--- config.mk ---
export PLATFORM = sky130hd
export DESIGN_NAME = osrs_cell
export DESIGN_NICKNAME = d
export VERILOG_FILES = /design/src/rtl/core/osrs_pkg.sv /design/src/rtl/core/osrs_cell.sv
export VERILOG_INCLUDE_DIRS = /design/src /design/src/rtl/core
export SDC_FILE = /design/constraint.sdc
export NUM_CORES = 1
export LEC_CHECK = 0
export BUFFER_PORTS_ARGS = -buffer_cell sky130_fd_sc_hd__buf_2
export CAP_MARGIN = 20
export CORE_MARGIN = 5
export CORE_UTILIZATION = 35
export DETAILED_ROUTE_END_ITERATION = 7
export HOLD_SLACK_MARGIN = 0.1
export PLACE_DENSITY_LB_ADDON = 0.08
export SKIP_CTS_REPAIR_TIMING = 1
export SLEW_MARGIN = 20
export SYNTH_ARGS = -nofsm -noshare
export SYNTH_HDL_FRONTEND = slang
export SYNTH_SLANG_ARGS = --single-unit
--- constraint.sdc ---
create_clock -name clk -period 5.2 [get_ports clk]
set_input_delay 0 -clock clk [delete_from_list [all_inputs] [get_ports clk]]
set_output_delay 0 -clock clk [all_outputs]
set_load 0.01 [all_outputs]
--- src/rtl/core/assert_macros.svh ---
// Assertion macros shared by the RTL files.
// Depends on a clock named clk and an active-low reset named rst_n in scope.
`ifndef ASSERT_MACROS_SVH
`define ASSERT_MACROS_SVH
`ifndef ASSERT_OFF
`define ASSERT_CLK(label, prop, msg) \
    label: assert property (@(posedge clk) disable iff (!rst_n) prop) else $error(msg);
`define ASSERT_NEVER(label, expr, msg) \
    label: assert property (@(posedge clk) disable iff (!rst_n) !(expr)) else $error(msg);
`else
`define ASSERT_CLK(label, prop, msg)
`define ASSERT_NEVER(label, expr, msg)
`endif
`endif

--- src/rtl/core/osrs_pkg.sv ---
// Package for the ordered set with range sum: constants, types, states.
// No dependencies.
package osrs_pkg;
    localparam int CAPACITY = 256;
    localparam int KEY_BITS = 32;
    localparam int SUM_BITS = 40;
    localparam int CNT_W = $clog2(CAPACITY + 1);
    localparam int IDX_W = $clog2(CAPACITY);
    localparam int IN_W = 72;
    localparam int OUT_W = 56;

    typedef logic [KEY_BITS-1:0] key_t;
    typedef logic [SUM_BITS-1:0] sum_t;
    typedef logic [CNT_W-1:0] cnt_t;

    typedef enum logic [1:0] {
        OP_INSERT = 2'd0,
        OP_DELETE = 2'd1,
        OP_FIND   = 2'd2,
        OP_RANGE  = 2'd3
    } op_t;

    typedef enum logic [1:0] {
        ST_IDLE,
        ST_SWEEP,
        ST_FINISH
    } state_t;

    typedef struct packed {
        logic ins_en;
        logic del_en;
        logic sum_en;
        key_t k;
        key_t lo;
        key_t hi;
    } cell_ctl_t;

    typedef struct packed {
        logic [8:0] entry_count;
        logic       full_drop;
        sum_t       range_total;
        logic       present;
    } result_t;
endpackage

--- src/rtl/core/osrs_cell.sv ---
// One slot of the sorted chain: holds a key and a running range-sum stage.
// Depends on osrs_pkg.
module osrs_cell (
    input  logic               clk,
    input  logic               rst_n,
    input  osrs_pkg::cell_ctl_t ctl,
    input  logic               valid,
    input  osrs_pkg::key_t     left_key,
    input  logic               left_lt,
    input  osrs_pkg::key_t     right_key,
    input  osrs_pkg::sum_t     left_sum,
    output osrs_pkg::key_t     key,
    output logic               lt,
    output logic               eq,
    output osrs_pkg::sum_t     sum
);
    import osrs_pkg::*;

    key_t key_reg;
    key_t key_next;
    sum_t sum_reg;
    sum_t sum_next;
    logic in_range;

    assign key = key_reg;
    assign sum = sum_reg;
    assign lt = valid && (key_reg < ctl.k);
    assign eq = valid && (key_reg == ctl.k);
    assign in_range = valid && (key_reg >= ctl.lo) && (key_reg <= ctl.hi);

    always_comb
    begin
        key_next = key_reg;
        if (ctl.ins_en && !lt)
        begin
            key_next = left_lt ? ctl.k : left_key;
        end
        else if (ctl.del_en && !lt)
        begin
            key_next = right_key;
        end
    end

    always_comb
    begin
        sum_next = left_sum + (in_range ? sum_t'(key_reg) : '0);
    end

    always_ff @(posedge clk)
    begin
        key_reg <= key_next;
        if (ctl.sum_en)
        begin
            sum_reg <= sum_next;
        end
    end

    `include "assert_macros.svh"
    `ASSERT_NEVER(a_ins_del, ctl.ins_en && ctl.del_en, "insert and delete together")
    `ASSERT_NEVER(a_sum_upd, ctl.sum_en && (ctl.ins_en || ctl.del_en), "store moved in sweep")
    `ASSERT_CLK(a_hold, !ctl.ins_en && !ctl.del_en |=> key_reg === $past(key_reg), "key moved")
endmodule
# Word-level counts from Yosys, hierarchy flattened
# Cells that the tools add are included.
[totals]
register_bits = 72
wordCells = 19
output_inout_bits = 74
input_bits = 207
[op_classes]
n_mux = 4
reduce_logical = 8
n_addsub = 1
n_lt_le_gt_ge = 3
n_eq_ne = 1
[ops]
columns = ["cell", "count"]
rows = [
  ["$mux W32", 4],
  ["$add A40 B32 Y40", 1],
  ["$eq A32 B32 Y1", 1],
  ["$ge A32 B32 Y1", 1],
  ["$le A32 B32 Y1", 1],
  ["$lt A32 B32 Y1", 1],
  ["$logic_and A1 B1 Y1", 6],
  ["$reduce_bool A2 Y1", 1],
  ["$logic_not A1 Y1", 1],
]

# Depth between registers and ports, before layout
# Gate-level depths: netlist of the first run.
[logic_depth]
word_depth = 6
ltp_mapped = 22
mapped_depth_nobuf = 21

# Worst setup path before layout of the first run
# No wires, ideal clock.
[synth_timing]
kind = "register to register"
startpoint = "register key_reg[13] (netlist: key[13])"
endpoint = "register sum_reg[36] (netlist: sum[36]) (data pin)"
stages_incl_launch_ff = 20
path_buffers = 1
required_ps = 4942
setup_slack_ps = 691
arrival_time_ps = 4252
setup_ps = 258
path_cell_list = "edfxtp_1 ha_1 nand4_1 or2_2 or4_1 mux2i_1 a211oi_2 buf_6 nor3_1 ha_1 inv_1 fa_1 nor2b_4 o2111ai_2 a311oi_1 nor3_1 a2bb2oi_1 a31oi_1 o21ai_1 xnor2_1"
[synth_between]
elab_chain_len = 5
word_cells_on_any_way = 6
cone_classes = "add/sub (1); order compare (2); mux (1); reduce/logical (2)"
[synth_lines]
columns = ["item", "line_no", "rtl"]
rows = [
  ["start, declared", "osrs_cell.sv:19", "key_t key_reg;"],
  ["start signal, assigned", "osrs_cell.sv:51", "key_reg <= key_next;"],
  ["$ge A32 B32 Y1", "osrs_cell.sv:29", "assign in_range = valid && (key_reg >= ctl.lo) && (key_reg <= ctl.hi);"],
  ["$logic_and A1 B1 Y1 (2 in a row)", "osrs_cell.sv:29", ""],
  ["$mux W32 (*)", "osrs_cell.sv:46", "sum_next = left_sum + (in_range ? sum_t'(key_reg) : '0);"],
  ["$add A40 B32 Y40 (*)", "osrs_cell.sv:46", ""],
  ["net sum_next[36]", "osrs_cell.sv:22", "sum_t sum_next;"],
  ["end signal, assigned", "osrs_cell.sv:54", "sum_reg <= sum_next;"],
  ["end, declared", "osrs_cell.sv:21", "sum_t sum_reg;"],
]
# The timed path passes the listed nets; every way through them passes the cells marked *.
# A chain may end at the register's enable or synchronous reset.

# Worst setup path after layout of the first run
[layout_timing]
startpoint = "register key_reg[9] (netlist: key[9])"
endpoint = "register sum_reg[36] (netlist: sum[36]) (data pin)"
# Same word-level chain as after synthesis.

==> results of run 1 <==
[cells in the final DEF (no fill, tap or decap), types with 9 or more instances in the layout]
master / Yosys / final
mux2_2: 64 / 64
xnor2_1: 22 / 22
clkbuf_16: 0 / 9
a21oi_1: 56 / 56
edfxtp_1: 72 / 72
nand4_1: 29 / 29
nor2_1: 37 / 36
nand2_1: 40 / 40
buf_2: 9 / 279
buf_4: 2 / 36
dlygate4sd3_1: 0 / 48
nor3b_1: 30 / 30
xor2_1: 14 / 14
inv_1: 108 / 108
ha_1: 128 / 128
nand3_1: 14 / 14
nor3_1: 13 / 13
o21ai_0: 22 / 22
a21o_1: 47 / 47
[final timing paths]
| path | end | slack [ps] | depth (start not counted) |
|---|---|---|---|
| setup / recovery | sum[36] | 410 | 19 |
| hold / removal | key[10] | 90 | 3 |
| hold reg to reg | sum[0] | 980 | 3 |
| setup reg to reg | sum[36] | 410 | 19 |
[layer usage]
layer | GRT usage | vias to the layer above
li1 | - | 3659
met1 | 0.279 | 3192
met2 | 0.293 | 188
met3 | 0.0361 | 24
met4 | 0.0524 | 2
met5 | 0 | -
[through the flow]
step | util | setup TNS [ps] | instances
finish | 0.476 | 0 | 1445
CTS | 0.452 | -25.1 | 1393
global placement | 0.438 | 0 | 1376
global route | 0.476 | 0 | 1445
detailed placement | 0.438 | 0 | 1377
floorplan | - | 0 | 809
[worst max-delay path: cells and delay by family (launching register included)]
kind	cells	cell delay, ps
AOI/OAI and AO/OA	6	1140
xor gates and xnor gates	1	130
adders and majority gates	3	960
buffers and inverters	2	240
DFF	1	430
muxes	1	220
and+or+nand+nor	6	1420
[where the power goes]
part           internal [mW]  switching, mW
Sequential             0.752         0.0358
Clock                  0.371          0.262
Combinational          0.505          0.572
Total                   1.63          0.870
[area by class of cell]
type	instances	area (µm²)	area share
Multi-Input combinational cell	603	4960	0.480
Sequential cell	72	2160	0.209
Timing Repair Buffer	364	2160	0.209
Inverter	108	405	0.0392
Tap cell	280	350	0.0339
Clock buffer	9	225	0.0218
Clock inverter	7	70.1	0.00678
Antenna cell	2	5.00	0.000484
[cells by family after synthesis]
family                     count (synthesis)
buffers and inverters                    134
AOI/OAI and AO/OA                        178
DFF                                       72
adders and majority gates                129
xor gates and xnor gates                  36
and+or+nand+nor                          195
muxes                                     65
==> results.ini, run 1 <==
[floorplan]
core_um2 = 21700
num_rows = 54
die_h_um = 158
die_area_um2 = 24900
initial_core_util = 0.352
num_io_pins = 281
fp.dieW_um = 158

[timing]
fin_crit_sh = 0.921
max_freq_mhz = 209
rsz0062_at_grt = false
worst_slack_ps = 413
relSlewSlack = 0.365
hold_viol_final = 0
holdWs_ps = 88.9
clock-skew-final_ps = 17.4
tightest_slew_ps = 951
slew_violations = 0
setup_viol = 0
period_needed_ps = 4790

[cts]
clkLatencyLatePin_ps = 350
clkTransAtPathRegs_ps = 70
cts_root_buf = clkbuf_16
cts.sinks = 72
cts_buffer_depth = 2
cts_made_buffers = 9
tritoncts = done
htreeDepth = 3

[yosys]
synth_top_area_cell = edfxtp_1
synth_edf_count = 72
synth_top_family_by_area = adder cells
synth-main-ff-cell = edfxtp_1
synth_compound_area_frac = 0.157
synth_fa_ha_area_frac = 0.212
ys_seq_area_frac = 0.283
synth_most_common_cell = ha_1
synth_nets = 1145
synth_xor_area_frac = 0.0413
syn_inst = 809
netlist.area_leader.share = 0.283
yosys.area_share.simple = 0.137
synthMuxAreaShare = 0.0956
synth-seq-cells = 72
post_synth.cell_area_avg_um2 = 9.45
synthArstFlopShare = 0
yosys_warnings = 0
ys_types = 64
synth_common_cells = ha_1 (128), inv_1 (108), edfxtp_1 (72)
synth_area_leaders = edfxtp_1 (28%), ha_1 (21%), mux2_2 (9.4%), inv_1 (5.3%), a21o_1 (4.6%)
syn_area_um2 = 7640

[cells_and_area]
largest_reg_flops = 40
nFillCells = 2135
area_delta_synth_final_pct = 35.2
fin_area_um2 = 10300
drive_gt1_frac = 0.357
nets = 1494

[worst_setup_path]
criticalPathCategory = reg2reg
critPathMaxFanout = 19
slowest_delay_ps = 560
startpoint = key[9]
endpoint_kind = register
cp_slowest_cell = or4_1
cp.arrival_ps = 4880
regToRegStartpoint = key[9]
start_kind = register
crit_chain = ha_1 > nand4_1 > or2_2 > or4_1 > mux2i_2 > a211oi_4 > buf_6 > nor3_1 > ha_1 > inv_1 > fa_1 > nor2b_4 > o2111ai_2 > a311oi_2 > nor3_1 > a2bb2oi_1 > a31oi_1 > o21ai_1 > xnor2_1
critPathRequiredTime_ps = 5300

[min_path]
hold_start = left_key[10]
hold_class = in2reg

[place]
pre_cts_ws_ps = 17.2
place.gp.congestion = 0.846
placed_area_um2 = 9510
io_buffers = 279
hpwl_mm = 21.0

[routing]
wire_per_inst_um = 17.0
met3_length_mm = 1.38
routed-via-count = 7065
highest_layer = met5
drt_first_pass_iters = 5
viasPerCell = 4.89
routed_wl_mm = 24.6
ant_nets = 0
first_iter_violations = 268
wl_met2_mm = 11.2
drc = 0
drt-met1-wl_mm = 11.7

[flow_run]
drv_cap = 0

[grt]
track_usage = 0.192
grt_pass1_vias = 6988
grt_pass1_wl_mm = 37.1
antenna_found_initial = 3
grt_max_degree = 41
grt_overflow = 0

[power]
leakage_nw = 5.23
p_per_area_nw_per_um2 = 242
power_mw = 2.50
irDropWorstVdd_uv = 116

[outcome]
status = complete, no violations

Power figures use the tool's default switching activity.
==> inputs of run 2 (changes only) <==
Settings changed: REMOVE_ABC_BUFFERS set to 1.
Clock period 5.2 ns to 4.2 ns, I/O delays scaled along.
==> results.ini, run 2 (synthesis gave the netlist of run 1 again) <==
[grt]
antenna_found_initial = 1
grt_pass1_vias = 7382
grt_overflow = 0
grt_pass1_wl_mm = 37.7
track_usage = 0.194
grt_max_degree = 41

[worst_setup_path]
endpoint_kind = register
critPathMaxFanout = 5
crit_end = sum[28]
start_kind = register
r2r_slack_ps = -410
startpoint = key[5]
criticalPathCategory = reg2reg
r2r-end = sum[28]
critPathRequiredTime_ps = 4290
cp.arrival_ps = 4700
regToRegStartpoint = key[5]
reg2regPathDepth = 21

[place]
place.gp.congestion = 0.945
hpwl_mm = 21.4
pre_cts_ws_ps = -582
io_buffers = 279

[cts]
htreeDepth = 3
clkLatencyLatePin_ps = 340
cts_root_buf = clkbuf_16
cts.sinks = 72
cts_made_buffers = 9
cts_buffer_depth = 2
clkTransAtPathRegs_ps = 60
tritoncts = done

[timing]
hold_viol_final = 0
clock-skew-final_ps = 13.0
tightest_slew_ps = 891
rsz0062_at_grt = true
relSlewSlack = 0.406
setup_viol = 24
worst_slack_ps = -406
period_needed_ps = 4610
holdWs_ps = 100
max_freq_mhz = 217
tns_ps = -4590
fin_crit_sh = 1.10
slew_violations = 0

[power]
power_mw = 3.68
irDropWorstVdd_uv = 169
p_per_area_nw_per_um2 = 297
leakage_nw = 6.22

[flow_run]
drv_cap = 0

[routing]
routed_wl_mm = 26.8
drt_first_pass_iters = 4
ant_nets = 0
first_iter_violations = 215
viasPerCell = 4.81
wire_per_inst_um = 16.7
routed-via-count = 7729
drc = 0

[cells_and_area]
drive_gt1_frac = 0.510
area_delta_synth_final_pct = 62.5
largest_reg_flops = 40
nets = 1655
final_common_cell = buf_2
mostFrequentLayoutCells = buf_2 (279), buf_4 (174), ha_1 (118), inv_1 (106), edfxtp_1 (72)
nFillCells = 1954

[floorplan]
fp.dieW_um = 158
die_h_um = 158
num_io_pins = 281
initial_core_util = 0.352
num_rows = 54
die_area_um2 = 24900
core_um2 = 21700

[outcome]
failed_checks = negative setup slack
status = finished with violations

[min_path]
hold_class = in2reg

## run 2: changes by cell type in the layout (fill, tap and decap cells not counted), sizes merged
cell         change
inv              -1
a211oi           +1
clkbuf           +3
bufinv           +2
buf            +151
clkinvlp         -2
clkinv           +1
dlygate4sd3      +6
## run 2: metal layers
layer,track usage,up-vias,part of all wire
met5,0,-,0
met4,0.0479,0,0.018
met3,0.0361,27,0.038
met2,0.327,167,0.50
met1,0.259,3564,0.44
li1,-,3971,-
## run 2: worst max-delay path: stages (launching register included)
cell and delay (ps):
edfxtp_1 470, ha_4 280, a21o_1 170, a21o_1 160
a21oi_2 110, o31a_1 200, o21ai_2 90, a211o_1 330
a21oi_4 200, buf_6 130, clkbuf_16 130, nor3b_2 40
ha_1 320, nor2b_4 150, o2111ai_4 230, a311oi_2 160
buf_4 180, o311ai_4 220, nand2_1 110, a221o_1 450
a21oi_2 160, xnor2_1 80
## run 2: layout make-up
type / instances / area [µm²] / share of cell area
Timing Repair Buffer: 524 / 3540 / 0.285
Sequential cell: 72 / 2160 / 0.174
Multi-Input combinational cell: 604 / 5620 / 0.452
Antenna cell: 2 / 5.00 / 0.000403
Tap cell: 280 / 350 / 0.0282
Clock inverter: 7 / 120 / 0.00967
Clock buffer: 9 / 225 / 0.0181
Inverter: 108 / 405 / 0.0326
## run 2: stage by stage
stage,instance area [µm²],util,cells
after floorplan,7480,-,783
after global placement,10500,0.484,1503
after detailed placement,10500,0.484,1503
after CTS,10800,0.500,1519
after global routing,12400,0.573,1605
final,12400,0.573,1606
## run 2: worst min path at each step
stage / from / endpoint / slack (ps) / depth (start not counted)
after floorplan: valid / eq / 110 / 2
after global routing: left_key[2] / key[2] / 110 / 3
final: left_key[2] / key[2] / 100 / 3
after global placement: left_sum[39] / sum[39] / 300 / 2
after detailed placement: left_sum[39] / sum[39] / 300 / 2
after CTS: left_sum[39] / sum[39] / -60 / 2
## run 2: where the power goes
part	internal [mW]	total, mW	switching, mW
clock	0.581	0.903	0.321
sequential	0.931	0.977	0.0459
combinational	0.936	1.80	0.868
total	2.45	3.68	1.24
==> inputs of run 3 (changes only) <==
Settings changed: ABC_AREA set to 1, GPL_TIMING_DRIVEN set to 0.
Clock period 4.2 ns to 3.81 ns, I/O delays scaled along.
==> results.ini, run 3 <==
[cells_and_area]
largest_reg_flops = 40
stdcell_count = 1865
drive_gt1_frac = 0.280
nFillCells = 2383
multi_input_area_um2 = 5510
nets = 1880
final_common_cell = nand2_1
mostFrequentLayoutCells = nand2_1 (294), buf_2 (279), inv_1 (205), nor2_1 (122), ha_1 (113)
area_delta_synth_final_pct = 38.6
seq_area_um2 = 2160

[cts]
cts_root_buf = clkbuf_16
clkTransAtPathRegs_ps = 70
cts_made_buffers = 9
tritoncts = done
cts_buffer_depth = 2
htreeDepth = 3
cts.sinks = 72
clkLatencyLatePin_ps = 340

[yosys]
netlist.area_leader.share = 0.266
synth_edf_count = 72
ys_types = 36
ys_seq_area_frac = 0.266
synthArstFlopShare = 0
synth-main-ff-cell = edfxtp_1
syn_area_um2 = 8120
syn_inst = 1188
synth-seq-cells = 72
synth_area_leaders = edfxtp_1 (27%), ha_1 (20%), nand2_1 (14%), inv_1 (9.6%), a21oi_1 (7.0%)
synth_common_cells = nand2_1 (309), inv_1 (207), nor2_1 (146)
yosys_warnings = 0
post_synth.cell_area_avg_um2 = 6.84
synth_most_common_cell = nand2_1
synth_top_area_cell = edfxtp_1

[place]
place.gp.congestion = 0.889
place_inst = 1761
io_buffers = 279
hpwl_mm = 23.0

[grt]
track_usage = 0.204
grt_max_degree = 64
antenna_found_initial = 6
grt_pass1_vias = 8465
grt_overflow = 0
grt_pass1_wl_mm = 42.9

[worst_setup_path]
endpoint_kind = register
critPathMaxFanout = 6
cp_top_family = simple AND/OR/NAND/NOR gates
slowest_delay_ps = 500
cp_slowest_cell = edfxtp_1
start_kind = register
cp_common_cell = nand2_1
crit_chain = ha_1 > nand2_1 > nor2_1 > nand4_1 > nor2_2 > nand2_1 > nand2_4 > nand3_4 > nor2_4 > ha_4 > inv_1 > fa_2 > inv_2 > nand3_2 > nand2_4 > buf_4 > nand4_1 > nand3_2 > nand3_1 > nand3_1 > nand2_1
cp_num_buf_inv = 3
criticalPathCategory = reg2reg
critPathRequiredTime_ps = 3900
cp.arrival_ps = 3720

[timing]
slew_violations = 0
fin_crit_sh = 0.953
rsz0062_at_grt = true
tightest_slew_ps = 1070
tns_ps = 0
hold_viol_final = 0
clock-skew-final_ps = 17.4
setup_viol = 0
max_freq_mhz = 275
period_needed_ps = 3630
relSlewSlack = 0.285

[routing]
ant_nets = 0
drc = 0
drt_first_pass_iters = 5
routed_wl_mm = 28.0
first_iter_violations = 338
viasPerCell = 4.74
routed-via-count = 8840
wire_per_inst_um = 15.0

[floorplan]
num_io_pins = 281
fp.dieW_um = 162
die_h_um = 162
num_rows = 55
initial_core_util = 0.357
core_um2 = 22800
die_area_um2 = 26400

[outcome]
status = complete, no violations

[power]
leakage_nw = 6.17
irDropWorstVdd_uv = 158
p_per_area_nw_per_um2 = 305

[flow_run]
drv_cap = 0

[min_path]
hold_class = in2reg

[run 3: cell types whose count changed in the layout (fill, tap and decap cells not counted), sizes merged, moves of 14 or more]
cell	change
nand2	+272
buf	-145
nor2	+109
inv	+100
mux2	-63
a21oi	+56
nand3	+56
a21o	-43
nor3b	-30
xnor2	-14
[run 3: final timing paths]
path / start / end / slack [ps] / cells after the start
setup / recovery: key[23] / sum[28] / 180 / 21
hold / removal: left_key[0] / key[0] / 90 / 4
setup reg to reg: key[23] / sum[28] / 180 / 21
hold reg to reg: key[0] / sum[0] / 790 / 3
[run 3: metal layers]
metal | up-vias | part of all wire | global-route usage
met5 | - | 0.0013 | 0
met4 | 6 | 0.018 | 0.0577
met3 | 31 | 0.058 | 0.0410
met2 | 222 | 0.50 | 0.362
met1 | 3973 | 0.43 | 0.252
li1 | 4608 | - | -
[run 3: cell type report]
class | count | share of cell area
Multi-Input combinational cell | 890 | 0.489
Sequential cell | 72 | 0.192
Timing Repair Buffer | 363 | 0.191
Inverter | 208 | 0.0694
Tap cell | 313 | 0.0348
Clock buffer | 12 | 0.0210
Clock inverter | 4 | 0.00189
Antenna cell | 3 | 0.000667
[run 3: cells by family after synthesis]
group | count (synthesis) | synth area share
buffers and inverters | 228 | 0.110
AND/OR/NAND/NOR | 558 | 0.280
XOR/XNOR | 24 | 0.0259
AO/OA/AOI/OAI | 176 | 0.117
multiplexers | 1 | 0.00139
flip-flops | 72 | 0.266
adder cells (fa/ha/maj) | 129 | 0.200
[run 3: power by group]
part / internal, mW / leakage (nW) / switching [mW]
Clock: 0.438 / 0.124 / 0.341
Combinational: 0.646 / 5.33 / 0.867
Sequential: 1.03 / 0.709 / 0.111
[run 3: stage by stage]
step / utilization / setup slack [ps] / hold slack (ps) / power, mW / instance area [µm²]
6_report: 0.494 / 178 / 89.9 / 3.43 / 11300
5_1_grt: 0.494 / -88.7 / 105 / 3.71 / 11300
4_1_cts: 0.443 / -923 / -97.0 / 3.25 / 10100
3_5_place_dp: 0.432 / -909 / 269 / 2.45 / 9830
3_3_place_gp: 0.430 / -1170 / 268 / 2.43 / 9800
2_1_floorplan: - / 190 / 112 / 1.92 / 8010
[run 3: worst register-to-register path, stage by stage (launching register included)]
cell and delay [ps]:
edfxtp_1 500, ha_1 370, nand2_1 60, nor2_1 160
nand4_1 120, nor2_2 170, nand2_1 110, nand2_4 90
nand3_4 130, nor2_4 170, ha_4 150, inv_1 60
fa_2 390, inv_2 80, nand3_2 80, nand2_4 100
buf_4 120, nand4_1 100, nand3_2 150, nand3_1 110
nand3_1 90, nand2_1 80
